File: src/hw/rtl/deq_pkg.sv
// Shared types, constants and helpers for the double-ended queue unit.
// Depends on nothing; deq_front, deq_back, the top level and deq_checker import it.
`timescale 1ns / 1ps

package deq_pkg;

  // Ring store geometry
  localparam int DEPTH  = 16;
  localparam int PTR_W  = (DEPTH > 1) ? $clog2(DEPTH) : 1;
  localparam int CNT_W  = $clog2(DEPTH + 1);
  localparam int DATA_W = 32;

  // Command queue between front and back
  localparam int CQ_DEPTH = 2;
  localparam int CQ_PTR_W = (CQ_DEPTH > 1) ? $clog2(CQ_DEPTH) : 1;
  localparam int CQ_CNT_W = $clog2(CQ_DEPTH + 1);

  // Request function codes
  localparam logic [2:0] FN_PUSH_FRONT = 3'd0;
  localparam logic [2:0] FN_PUSH_BACK  = 3'd1;
  localparam logic [2:0] FN_POP_FRONT  = 3'd2;
  localparam logic [2:0] FN_POP_BACK   = 3'd3;
  localparam logic [2:0] FN_DISPLAY    = 3'd4;

  // Result status codes
  localparam logic [1:0] ST_OK      = 2'd0;
  localparam logic [1:0] ST_EMPTY   = 2'd1;
  localparam logic [1:0] ST_FULL    = 2'd2;
  localparam logic [1:0] ST_INVALID = 2'd3;

  typedef enum logic [2:0] {
    OP_PUSH_FRONT,
    OP_PUSH_BACK,
    OP_POP_FRONT,
    OP_POP_BACK,
    OP_DISPLAY,
    OP_INVALID
  } deq_op_t;

  // Classified request handed from front to back
  typedef struct packed {
    deq_op_t                  op;
    logic signed [DATA_W-1:0] value;
  } deq_cmd_t;

  typedef enum logic [1:0] {
    BK_IDLE,
    BK_POP,
    BK_DISP
  } deq_state_t;

  // (base + off) modulo DEPTH, both operands below DEPTH
  function automatic logic [PTR_W-1:0] ring_add(input logic [PTR_W-1:0] base,
                                                input logic [PTR_W-1:0] off);
    logic [PTR_W:0] sum;
    sum = {1'b0, base} + {1'b0, off};
    if (sum >= (PTR_W+1)'(DEPTH)) begin
      sum = sum - (PTR_W+1)'(DEPTH);
    end
    return sum[PTR_W-1:0];
  endfunction

endpackage

File: src/hw/rtl/deq_ram.sv
// Generic single-write, single-read RAM with registered read data.
// No dependencies.
`timescale 1ns / 1ps

module deq_ram #(
  parameter int WIDTH = 32,
  parameter int DEPTH = 16
) (
  input  logic                                   clk,
  input  logic                                   wr_en,
  input  logic [((DEPTH > 1) ? $clog2(DEPTH) : 1)-1:0] wr_addr,
  input  logic [WIDTH-1:0]                       wr_data,
  input  logic                                   rd_en,
  input  logic [((DEPTH > 1) ? $clog2(DEPTH) : 1)-1:0] rd_addr,
  output logic [WIDTH-1:0]                       rd_data
);

  logic [WIDTH-1:0] mem [DEPTH];
  logic [WIDTH-1:0] rd_data_r;

  // Write port
  always_ff @(posedge clk) begin
    if (wr_en) begin
      mem[wr_addr] <= wr_data;
    end
  end

  // Registered read; data holds until the next read
  always_ff @(posedge clk) begin
    if (rd_en) begin
      rd_data_r <= mem[rd_addr];
    end
  end

  assign rd_data = rd_data_r;

endmodule

File: src/hw/rtl/deq_front.sv
// Front end: accepts requests, decodes func into an operation and queues them.
// Depends on deq_pkg.
`timescale 1ns / 1ps

module deq_front (
  input  logic                            clk,
  input  logic                            rst_n,
  input  logic                            in_valid,
  output logic                            in_stall,
  input  logic [2:0]                      in_func,
  input  logic signed [deq_pkg::DATA_W-1:0] in_value,
  output logic                            cmd_valid,
  output deq_pkg::deq_cmd_t               cmd,
  input  logic                            cmd_take
);
  import deq_pkg::*;

  deq_cmd_t            slot_r [CQ_DEPTH];
  logic [CQ_PTR_W-1:0] wr_ptr_r, wr_ptr_nxt;
  logic [CQ_PTR_W-1:0] rd_ptr_r, rd_ptr_nxt;
  logic [CQ_CNT_W-1:0] cnt_r, cnt_nxt;
  logic                push;
  logic                pop;
  deq_cmd_t            dec_cmd;

  function automatic logic [CQ_PTR_W-1:0] cq_inc(input logic [CQ_PTR_W-1:0] p);
    return (p == CQ_PTR_W'(CQ_DEPTH - 1)) ? '0 : p + CQ_PTR_W'(1);
  endfunction

  // Decode
  always_comb begin
    dec_cmd.value = in_value;
    case (in_func)
      FN_PUSH_FRONT: dec_cmd.op = OP_PUSH_FRONT;
      FN_PUSH_BACK:  dec_cmd.op = OP_PUSH_BACK;
      FN_POP_FRONT:  dec_cmd.op = OP_POP_FRONT;
      FN_POP_BACK:   dec_cmd.op = OP_POP_BACK;
      FN_DISPLAY:    dec_cmd.op = OP_DISPLAY;
      default:       dec_cmd.op = OP_INVALID;
    endcase
  end

  assign in_stall  = (cnt_r == CQ_CNT_W'(CQ_DEPTH));
  assign cmd_valid = (cnt_r != '0);
  assign cmd       = slot_r[rd_ptr_r];
  assign push      = in_valid && !in_stall;
  assign pop       = cmd_take && cmd_valid;

  // Queue pointers
  always_comb begin
    wr_ptr_nxt = push ? cq_inc(wr_ptr_r) : wr_ptr_r;
    rd_ptr_nxt = pop ? cq_inc(rd_ptr_r) : rd_ptr_r;
    cnt_nxt    = cnt_r;
    if (push && !pop) begin
      cnt_nxt = cnt_r + CQ_CNT_W'(1);
    end else if (pop && !push) begin
      cnt_nxt = cnt_r - CQ_CNT_W'(1);
    end
  end

  always_ff @(posedge clk) begin
    if (!rst_n) begin
      wr_ptr_r <= '0;
      rd_ptr_r <= '0;
      cnt_r    <= '0;
    end else begin
      wr_ptr_r <= wr_ptr_nxt;
      rd_ptr_r <= rd_ptr_nxt;
      cnt_r    <= cnt_nxt;
    end
  end

  // Queue slots
  always_ff @(posedge clk) begin
    if (push) begin
      slot_r[wr_ptr_r] <= dec_cmd;
    end
  end

endmodule

File: src/hw/rtl/deq_back.sv
// Back end: executes queued operations on the ring store and drives results.
// Depends on deq_pkg and deq_ram.
`timescale 1ns / 1ps

module deq_back (
  input  logic                              clk,
  input  logic                              rst_n,
  input  logic                              cmd_valid,
  input  deq_pkg::deq_cmd_t                 cmd,
  output logic                              cmd_take,
  output logic                              out_valid,
  input  logic                              out_stall,
  output logic [1:0]                        out_status,
  output logic signed [deq_pkg::DATA_W-1:0] out_data_out,
  output logic                              out_last
);
  import deq_pkg::*;

  deq_state_t        state_r, state_nxt;
  logic [PTR_W-1:0]  front_r, front_nxt;
  logic [CNT_W-1:0]  occ_r, occ_nxt;
  logic [PTR_W-1:0]  idx_r, idx_nxt;
  logic              out_valid_r, out_valid_nxt;
  logic [1:0]        out_status_r;
  logic [DATA_W-1:0] out_data_r;
  logic              out_last_r;

  logic              out_free;
  logic              is_full;
  logic              is_empty;
  logic [CNT_W-1:0]  occ_m1;
  logic              disp_last;
  logic              wr_en;
  logic [PTR_W-1:0]  wr_addr;
  logic [DATA_W-1:0] wr_data;
  logic              rd_en;
  logic [PTR_W-1:0]  rd_addr;
  logic [DATA_W-1:0] rd_data;
  logic              load;
  logic [1:0]        ld_status;
  logic [DATA_W-1:0] ld_data;
  logic              ld_last;

  deq_ram #(.WIDTH(DATA_W), .DEPTH(DEPTH)) u_ram (
    .clk     (clk),
    .wr_en   (wr_en),
    .wr_addr (wr_addr),
    .wr_data (wr_data),
    .rd_en   (rd_en),
    .rd_addr (rd_addr),
    .rd_data (rd_data)
  );

  assign out_free  = !out_valid_r || !out_stall;
  assign is_full   = (occ_r == CNT_W'(DEPTH));
  assign is_empty  = (occ_r == '0);
  assign occ_m1    = occ_r - CNT_W'(1);
  assign disp_last = (CNT_W'(idx_r) == occ_m1);

  // Sequencer: next state, store access and result load
  always_comb begin
    state_nxt = state_r;
    front_nxt = front_r;
    occ_nxt   = occ_r;
    idx_nxt   = idx_r;
    cmd_take  = 1'b0;
    wr_en     = 1'b0;
    wr_addr   = front_r;
    wr_data   = cmd.value;
    rd_en     = 1'b0;
    rd_addr   = front_r;
    load      = 1'b0;
    ld_status = ST_OK;
    ld_data   = '0;
    ld_last   = 1'b1;
    case (state_r)
      BK_IDLE: begin
        if (cmd_valid && out_free) begin
          cmd_take = 1'b1;
          case (cmd.op)
            OP_PUSH_FRONT: begin
              load = 1'b1;
              if (is_full) begin
                ld_status = ST_FULL;
              end else begin
                front_nxt = (front_r == '0) ? PTR_W'(DEPTH - 1) : front_r - PTR_W'(1);
                wr_en     = 1'b1;
                wr_addr   = front_nxt;
                occ_nxt   = occ_r + CNT_W'(1);
                ld_data   = cmd.value;
              end
            end
            OP_PUSH_BACK: begin
              load = 1'b1;
              if (is_full) begin
                ld_status = ST_FULL;
              end else begin
                wr_en   = 1'b1;
                wr_addr = ring_add(front_r, occ_r[PTR_W-1:0]);
                occ_nxt = occ_r + CNT_W'(1);
                ld_data = cmd.value;
              end
            end
            OP_POP_FRONT: begin
              if (is_empty) begin
                load      = 1'b1;
                ld_status = ST_EMPTY;
              end else begin
                rd_en     = 1'b1;
                rd_addr   = front_r;
                front_nxt = (front_r == PTR_W'(DEPTH - 1)) ? '0 : front_r + PTR_W'(1);
                occ_nxt   = occ_m1;
                state_nxt = BK_POP;
              end
            end
            OP_POP_BACK: begin
              if (is_empty) begin
                load      = 1'b1;
                ld_status = ST_EMPTY;
              end else begin
                rd_en     = 1'b1;
                rd_addr   = ring_add(front_r, occ_m1[PTR_W-1:0]);
                occ_nxt   = occ_m1;
                state_nxt = BK_POP;
              end
            end
            OP_DISPLAY: begin
              if (is_empty) begin
                load      = 1'b1;
                ld_status = ST_EMPTY;
              end else begin
                rd_en     = 1'b1;
                rd_addr   = front_r;
                idx_nxt   = '0;
                state_nxt = BK_DISP;
              end
            end
            default: begin
              load      = 1'b1;
              ld_status = ST_INVALID;
            end
          endcase
        end
      end
      BK_POP: begin
        // read data arrives in the cycle after the address
        if (out_free) begin
          load      = 1'b1;
          ld_data   = rd_data;
          state_nxt = BK_IDLE;
        end
      end
      BK_DISP: begin
        // one entry per cycle while the output is free; next read overlaps the current load
        if (out_free) begin
          load    = 1'b1;
          ld_data = rd_data;
          ld_last = disp_last;
          if (disp_last) begin
            state_nxt = BK_IDLE;
          end else begin
            rd_en   = 1'b1;
            rd_addr = ring_add(front_r, idx_r + PTR_W'(1));
            idx_nxt = idx_r + PTR_W'(1);
          end
        end
      end
      default: begin
        state_nxt = BK_IDLE;
      end
    endcase
  end

  // Result register valid
  always_comb begin
    if (load) begin
      out_valid_nxt = 1'b1;
    end else if (!out_stall) begin
      out_valid_nxt = 1'b0;
    end else begin
      out_valid_nxt = out_valid_r;
    end
  end

  always_ff @(posedge clk) begin
    if (!rst_n) begin
      state_r     <= BK_IDLE;
      front_r     <= '0;
      occ_r       <= '0;
      idx_r       <= '0;
      out_valid_r <= 1'b0;
    end else begin
      state_r     <= state_nxt;
      front_r     <= front_nxt;
      occ_r       <= occ_nxt;
      idx_r       <= idx_nxt;
      out_valid_r <= out_valid_nxt;
    end
  end

  // Result payload
  always_ff @(posedge clk) begin
    if (load) begin
      out_status_r <= ld_status;
      out_data_r   <= ld_data;
      out_last_r   <= ld_last;
    end
  end

  assign out_valid    = out_valid_r;
  assign out_status   = out_status_r;
  assign out_data_out = out_data_r;
  assign out_last     = out_last_r;

endmodule

File: src/hw/rtl/double_ended_queue_unit.sv
// Bounded double-ended queue of signed 32-bit values in a 16-entry ring RAM.
// Requests enter a two-slot command queue, and the back unit executes one
// request at a time: a push, an error case or an invalid func loads its result
// straight from idle; a successful pop first reads the ring RAM and then loads
// the registered read data; display reads the entries in turn, one read and
// one result per cycle after the first read while the output is not stalled.
// Results leave through an output register, so the front keeps accepting while
// a result waits. Entries need no clearing after reset; the unit is ready out of reset.
// Depends on deq_pkg, deq_front, deq_back and deq_ram.
`timescale 1ns / 1ps

module double_ended_queue_unit (
  input  logic                              clk,
  input  logic                              rst_n,
  input  logic                              in_valid,
  output logic                              in_stall,
  input  logic [2:0]                        in_func,
  input  logic signed [deq_pkg::DATA_W-1:0] in_value,
  output logic                              out_valid,
  input  logic                              out_stall,
  output logic [1:0]                        out_status,
  output logic signed [deq_pkg::DATA_W-1:0] out_data_out,
  output logic                              out_last
);
  import deq_pkg::*;

  logic     cmd_valid;
  deq_cmd_t cmd;
  logic     cmd_take;

  deq_front u_front (
    .clk       (clk),
    .rst_n     (rst_n),
    .in_valid  (in_valid),
    .in_stall  (in_stall),
    .in_func   (in_func),
    .in_value  (in_value),
    .cmd_valid (cmd_valid),
    .cmd       (cmd),
    .cmd_take  (cmd_take)
  );

  deq_back u_back (
    .clk          (clk),
    .rst_n        (rst_n),
    .cmd_valid    (cmd_valid),
    .cmd          (cmd),
    .cmd_take     (cmd_take),
    .out_valid    (out_valid),
    .out_stall    (out_stall),
    .out_status   (out_status),
    .out_data_out (out_data_out),
    .out_last     (out_last)
  );

endmodule

File: config.mk
export PLATFORM = sky130hd
export DESIGN_NAME = double_ended_queue_unit
export DESIGN_NICKNAME = d
export VERILOG_FILES = /design/src/hw/rtl/deq_pkg.sv /design/src/hw/rtl/deq_ram.sv /design/src/hw/rtl/deq_front.sv /design/src/hw/rtl/deq_back.sv /design/src/hw/rtl/double_ended_queue_unit.sv
export SDC_FILE = /design/constraint.sdc
export NUM_CORES = 1
export LEC_CHECK = 0
export BUFFER_PORTS_ARGS = -buffer_cell sky130_fd_sc_hd__buf_4
export CAP_MARGIN = 30
export CELL_PAD_IN_SITES_DETAIL_PLACEMENT = 1
export CELL_PAD_IN_SITES_GLOBAL_PLACEMENT = 2
export CORE_MARGIN = 8
export CORE_UTILIZATION = 25
export CTS_BUF_LIST = sky130_fd_sc_hd__clkbuf_16
export CTS_CLUSTER_DIAMETER = 150
export DETAILED_ROUTE_END_ITERATION = 10
export PLACE_DENSITY = 0.47
export SLEW_MARGIN = 20
export SYNTH_ARGS = -nofsm -noshare
export SYNTH_HDL_FRONTEND = slang
export SYNTH_SLANG_ARGS = --single-unit
export TNS_END_PERCENT = 10
File: constraint.sdc
create_clock -name clk -period 4.4 [get_ports clk]
set_clock_uncertainty 0.05 [all_clocks]
set_input_delay 0.88 -clock clk [delete_from_list [all_inputs] [get_ports clk]]
set_output_delay 0.88 -clock clk [all_outputs]
set_load 0.01 [all_outputs]
## After elaboration in Yosys (flattened, before gate mapping)

Memory sizes are Yosys's and may differ from the RTL's. A register that Yosys moved wholly into a read port is not among the register bits.
Index checks and enable logic that the tools add are counted.

| cells by class | value |
|---|---|
| $add $sub $neg | 15 |
| magnitude comparators | 3 |
| equal/unequal tests | 28 |
| muxes and demuxes | 73 |
| reductions and logical operators | 31 |

Operators by type and width:

| operator | number |
|---|---|
| 2-to-1 mux 32 bit | 4 |
| 2-to-1 mux 4 bit | 20 |
| case mux 32 bit (2 select lines) | 1 |
| case mux 4 bit (2 select lines) | 4 |
| 2-to-1 mux 1 bit | 26 |
| 2-to-1 mux 2 bit | 9 |
| subtractor 4 x 1 -> 4 bit (second input constant) | 4 |
| adder 4 x 4 -> 5 bit | 3 |
| >= comparator 5 bit (second input constant) | 3 |
| case mux 3 bit (5 select lines) | 1 |
| equality test 3 x 2 -> 1 bit (second input constant) | 4 |
| inequality test 2 bit (second input constant) | 6 |
| 2-to-1 mux 5 bit | 2 |
| inequality test 2 x 1 -> 1 bit (second input constant) | 5 |
| case mux 5 bit (2 select lines) | 1 |
| nonzero test 2 bit | 5 |
| inequality test 3 bit (second input constant) | 3 |
| adder 4 x 1 -> 4 bit (second input constant) | 2 |
| case mux 2 bit (2 select lines) | 2 |
| AND reduction 7 bit | 1 |
| equality test 3 x 1 -> 1 bit (second input constant) | 2 |
| equality test 3 bit (second input constant) | 2 |
| logical NOT 3 bit | 2 |
| case mux 2 bit (3 select lines) | 1 |
| 23 further kinds | 37 |

| storage, ports and cells | value |
|---|---|
| register bits after elaboration | 55 |
| RAM bits | 582 |
| input bits | 39 |
| output and inout port bits | 37 |
| word-level logic and storage cells | 163 |
| memories kept | 2 |

Memory list:

| name | depth | width | rd ports | clocked after memory_dff | write ports | line | text |
|---|---|---|---|---|---|---|---|
| u_back.u_ram.mem | 16 | 32 | 1 | 1 | 1 | deq_ram.sv:18 | `logic [WIDTH-1:0] mem [DEPTH];` |
| u_front.slot_r | 2 | 35 | 1 | 1 | 1 | deq_front.sv:18 | `deq_cmd_t slot_r [CQ_DEPTH];` |

## Longest topological paths before layout

| logic depth | value |
|---|---|
| word-level depth | 9 |
| gate-level depth with buffers | 13 |
| mapped depth without buffers | 12 |

## By module

From an unflattened synthesis, not the netlist that was laid out.

| second synthesis, totals | value |
|---|---|
| cell total of the unflattened synthesis | 1335 |
| area, all modules | 26340.3 um^2 |

Modules (own cells, without submodules):

| module | times used | cells an instance | area an instance (um^2) |
|---|---|---|---|
| deq_ram | 1 | 838 | 20155.6 |
| deq_back | 1 | 360 | 3407.0 |
| deq_front | 1 | 137 | 2777.7 |

## Worst setup path after synthesis

No wires, ideal clock.

| path | value |
|---|---|
| path type | register to register |
| start point | register with a tool-made name |
| end point | register u_back.u_ram.rd_data_r[0] (netlist: u_back.u_ram.rd_data[0]), read port of u_back.u_ram.mem, enable pin |
| arrival | 3906 ps |
| required time | 3884 ps |
| slack | -21 ps |
| stages on the path, launching flop included | 7 |
| clock period less this slack | 4421 ps |
| path through | dfxtp_1 clkbuf_1 mux2i_1 nand2_1 nor2_1 o21ai_0 o21ai_0 |

RTL lines:

| what | line | text |
|---|---|---|
| end, declared | deq_ram.sv:19 | `logic [WIDTH-1:0] rd_data_r;` |

## Final worst setup path

| path | value |
|---|---|
| start point | register u_back.occ_r[0] |
| end point | register u_back.u_ram.rd_data_r[23] (netlist: u_back.u_ram.rd_data[23]), read port of u_back.u_ram.mem, data pin |

| on the way | value |
|---|---|
| longest elaborated chain between the ends | 8 |
| elaborated cells between the ends (all ways) | 19 |
| classes of those cells | 3 x add/sub; 1 x order compare; 1 x eq/ne; 13 x mux; 1 x reduce/logical |

RTL lines:

| what | line | text |
|---|---|---|
| start, declared | deq_back.sv:21 | `logic [CNT_W-1:0] occ_r, occ_nxt;` |
| start signal, assigned | deq_back.sv:195 | `occ_r <= occ_nxt;` |
| subtractor 5 x 1 -> 5 bit | deq_back.sv:57 | `assign occ_m1 = occ_r - CNT_W'(1);` |
| adder 4 x 4 -> 5 bit | deq_pkg.sv:56 | `sum = {1'b0, base} + {1'b0, off};` |
| subtractor 4 x 1 -> 4 bit or >= comparator 5 bit (tied branches) | deq_pkg.sv:58, deq_pkg.sv:57 |  |
| 2-to-1 mux 4 bit | deq_pkg.sv:57 | `if (sum >= (PTR_W+1)'(DEPTH)) begin` |
| 2-to-1 mux 4 bit | deq_back.sv:117 | `if (is_empty) begin` |
| 2-to-1 mux 4 bit | -- |  |
| 2-to-1 mux 4 bit | deq_back.sv:78 | `if (cmd_valid && out_free) begin` |
| case mux 4 bit (2 select lines) | deq_back.sv:76 | `case (state_r)` |

Several ways; a longest one is shown, not always the timed one.
A chain may end at the register's enable or synchronous reset.

==> results.py <==
metrics = {
    "clocking": {
        "root_buffer": "clkbuf_16",
        "htree_levels": 3,
        "cts_resized": 0,
        "clk_pin_slew_ns": 0.06,
        "cts_tree": "yes",
        "cts_setup_buffers": 0,
        "cts_max_path_buffers": 3,
        "cts_buffers": 80,
        "numClockSinks": 670,
        "worstSkewPairLatency_ns": 0.64,
        "hold_buffers": 0,
    },
    "setup_path": {
        "worstPathMaxFanout": 21,
        "rr_endpoint": "u_back.u_ram.rd_data[23]$_DFFE_PP_",
        "r2r_slack_ns": 0.41,
        "reg2regPathDepth": 11,
        "r2r-start": "u_back.occ_r[0]$_SDFFE_PN0P_",
        "cp.required_ns": 4.71,
        "start_kind": "register",
        "worstSetupPathType": "reg2reg",
        "arrival_ns": 4.31,
        "endpoint_kind": "register",
    },
    "synth": {
        "ys_ff_latch": 670,
        "synth_cell_types": 62,
        "synth-edff-count": 649,
        "synth_top_area_share_pct": 73.55,
        "synth_area_leaders": "edfxtp_1, mux4_2, a22oi_1, dfxtp_1, mux2_2",
        "seq_area_frac_synth_pct": 75.14,
        "yosysMostFrequentCell": "edfxtp_1",
        "syn_area_um2": 26500,
        "synthTopCellsByCount": "edfxtp_1, mux4_2, inv_1",
        "synth_top_cell_by_area": "edfxtp_1",
        "avgSynthCellArea_um2": 19.51,
        "netlist_instances": 1358,
        "syn_nets": 1420,
        "synth_ff_type": "edfxtp_1",
        "yosysWarnings": 0,
        "synthArstFlopShare_pct": 0,
    },
    "sta": {
        "finalCritPeriodShare_pct": 90.79,
        "drv_slew": 0,
        "tightest_slew_ns": 0.8208,
        "hold_viol": 0,
        "setup_ws_ns": 0.4053,
        "setup_violations": 0,
        "setup-tns-final_ns": 0,
        "slew_headroom_pct": 45.28,
        "whs_ns": 0.3710,
        "rsz0062_at_grt": "false",
        "fmax_ghz": 0.2503,
        "min_period_ns": 3.995,
    },
    "route": {
        "wire_per_inst_um": 25.58,
        "drt-total-wl_mm": 75.75,
        "ant_nets": 0,
        "viasPerCell": 4.513,
        "drc": 0,
        "dr.pass1.iters": 4,
        "vias": 13360,
        "drtIter0Drc": 747,
    },
    "final_layout": {
        "multi_input_area_um2": 6137,
        "fillers": 10640,
        "syn_to_final_growth_pct": 20.96,
        "post_route_cells_drive_above_1_share_pct": 28.30,
        "layout.cells.non_filler": 2961,
        "ff_latch_area_um2": 19910,
        "nets": 1568,
    },
    "global_route": {
        "grt_max_degree": 64,
        "antenna_found_initial": 0,
        "grt.overflow.total": 0,
        "grtUsageTotal_pct": 12.89,
        "first_global_vias": 14650,
        "grt_pass1_wl_mm": 109.4,
    },
    "placed_design": {
        "placed_cells": 2815,
        "numPortBuffers": 75,
        "post-place-ws_ns": 0.3169,
        "gp_congestion": 0.6952,
        "hpwl_mm": 41.00,
    },
    "job": {
        "maxCapViolCount": 0,
    },
    "floorplanning": {
        "dieArea_um2": 116700,
        "core_area_um2": 105300,
        "start_util_pct": 25.17,
        "io_pins": 76,
        "dieHeight_um": 341.6,
        "die_x_um": 341.6,
        "fp-row-count": 119,
    },
    "worst_hold_path": {
        "hold_depth": 1,
        "hp-start": "in_value[1]",
        "hold_path_class": "in2reg",
        "hold_end": "u_front.slot_r[0][1]$_DFFE_PP_",
    },
    "power": {
        "leakage_nw": 10.68,
        "vdd_ir_drop_max_v": 0.0003526,
        "powerDensity_nw_per_um2": 616.5,
    },
    "run_status": {
        "outcome": "finished clean",
    },
}
[per-layer routing]
layer | part of all wire [%] | GRT usage [%] | vias to the layer above
li1 | - | - | 5795
met1 | 46 | 17.38 | 7263
met2 | 49 | 21.54 | 210
met3 | 3.2 | 2.312 | 96
met4 | 2.0 | 3.129 | 0
met5 | 0 | 0 | -
[cell type report]
cell class / instances / area share [%]
flip-flops and latches: 670 / 62.12
multi-input cells: 539 / 19.15
clock buffers: 82 / 6.403
well taps: 1391 / 5.430
repair buffers: 133 / 4.248
clock inverters: 63 / 1.679
inverters: 82 / 0.9604
diodes: 1 / 0.007808
[cells in the final DEF, fill, tap and decap left out, types with 3 or more instances in the layout]
master,count
edfxtp_1,649
mux4_2,128
buf_4,104
inv_1,99
clkbuf_16,82
a22oi_1,69
nor2_1,48
mux2_2,34
o221ai_1,31
buf_12,29
nand2_1,25
dfxtp_1,20
nor2_4,19
ha_1,19
a21oi_1,17
clkinv_1,16
xnor2_1,15
clkinv_2,14
and2_1,12
o21ai_0,10
nand3_1,10
mux2i_1,8
xor2_1,7
a21o_1,7
nor2b_1,7
bufinv_16,6
nand2b_1,5
a21oi_4,4
o211ai_1,4
a21boi_0,4
nor3_1,3
o211a_1,3
and3_1,3
nand4_1,3
fa_1,3
clkinv_16,3
[per-stage QoR]
stage | utilization, % | area (µm²) | total power (W)
floorplan | - | 26500 | 0.01145
global placement | 27.98 | 29460 | 0.01356
detailed placement | 27.98 | 29460 | 0.01362
CTS | 30.44 | 32050 | 0.02019
global route | 30.44 | 32050 | 0.02073
finish | 30.45 | 32050 | 0.01976
[where the power goes]
group / switching [W] / internal (W)
Clock: 0.00270 / 0.00376
Combinational: 0.00300 / 0.00195
Sequential: 0.000223 / 0.00813
Total: 0.00592 / 0.0138
[state kept, by name, indices dropped and copies added (netlist names), named ones only]
register,cells
u_back.u_ram.mem,512
u_front.slot_r,70
u_back.out_data_out,32
u_back.u_ram.rd_data,32
u_back.occ_r,5
u_back.front_r,4
u_back.idx_r,4
u_back.out_status,2
u_back.state_r,2
u_front.cnt_r,2
u_back.out_last,1
u_back.out_valid,1
u_front.rd_ptr_r,1
u_front.wr_ptr_r,1
[worst max-delay path: stages, from the launching register on]
cell and delay [ns]:
dfxtp_1 0.36, inv_1 0.14, ha_1 0.30, or4b_1 0.65, a311oi_4 0.49, a21oi_4 0.09, a221oi_4 0.28, buf_12 0.21
buf_12 0.23, mux4_2 0.54, a22oi_1 0.24, o221ai_1 0.17
[how the worst max path moves through the flow]
stage,start,to,slack [ns],cells after the start
final,u_back.occ_r[0]$_SDFFE_PN0P_,u_back.u_ram.rd_data[23]$_DFFE_PP_,0.41,11
after detailed placement,u_back.occ_r[0]$_SDFFE_PN0P_,u_back.u_ram.rd_data[23]$_DFFE_PP_,0.32,11
after global routing,u_back.occ_r[0]$_SDFFE_PN0P_,u_back.u_ram.rd_data[5]$_DFFE_PP_,0.09,11
after CTS,u_back.occ_r[0]$_SDFFE_PN0P_,u_back.u_ram.rd_data[12]$_DFFE_PP_,0.34,11
after global placement,u_back.occ_r[0]$_SDFFE_PN0P_,u_back.u_ram.rd_data[16]$_DFFE_PP_,0.36,11
after floorplan,out_stall,u_back.u_ram.mem[7][0]$_DFFE_PP_,0.32,8
[cells by family after synthesis]
kind of cell | count (synthesis) | share of synthesized area (%)
AO/OA/AOI/OAI | 173 | 5.043
XOR/XNOR | 23 | 0.8169
adder cells (fa/ha/maj) | 23 | 1.171
buffers and inverters | 149 | 2.512
flip-flops | 670 | 75.14
multiplexers | 170 | 12.63
AND/OR/NAND/NOR | 150 | 2.692
Note: power is estimated with default switching activity, not from simulation.
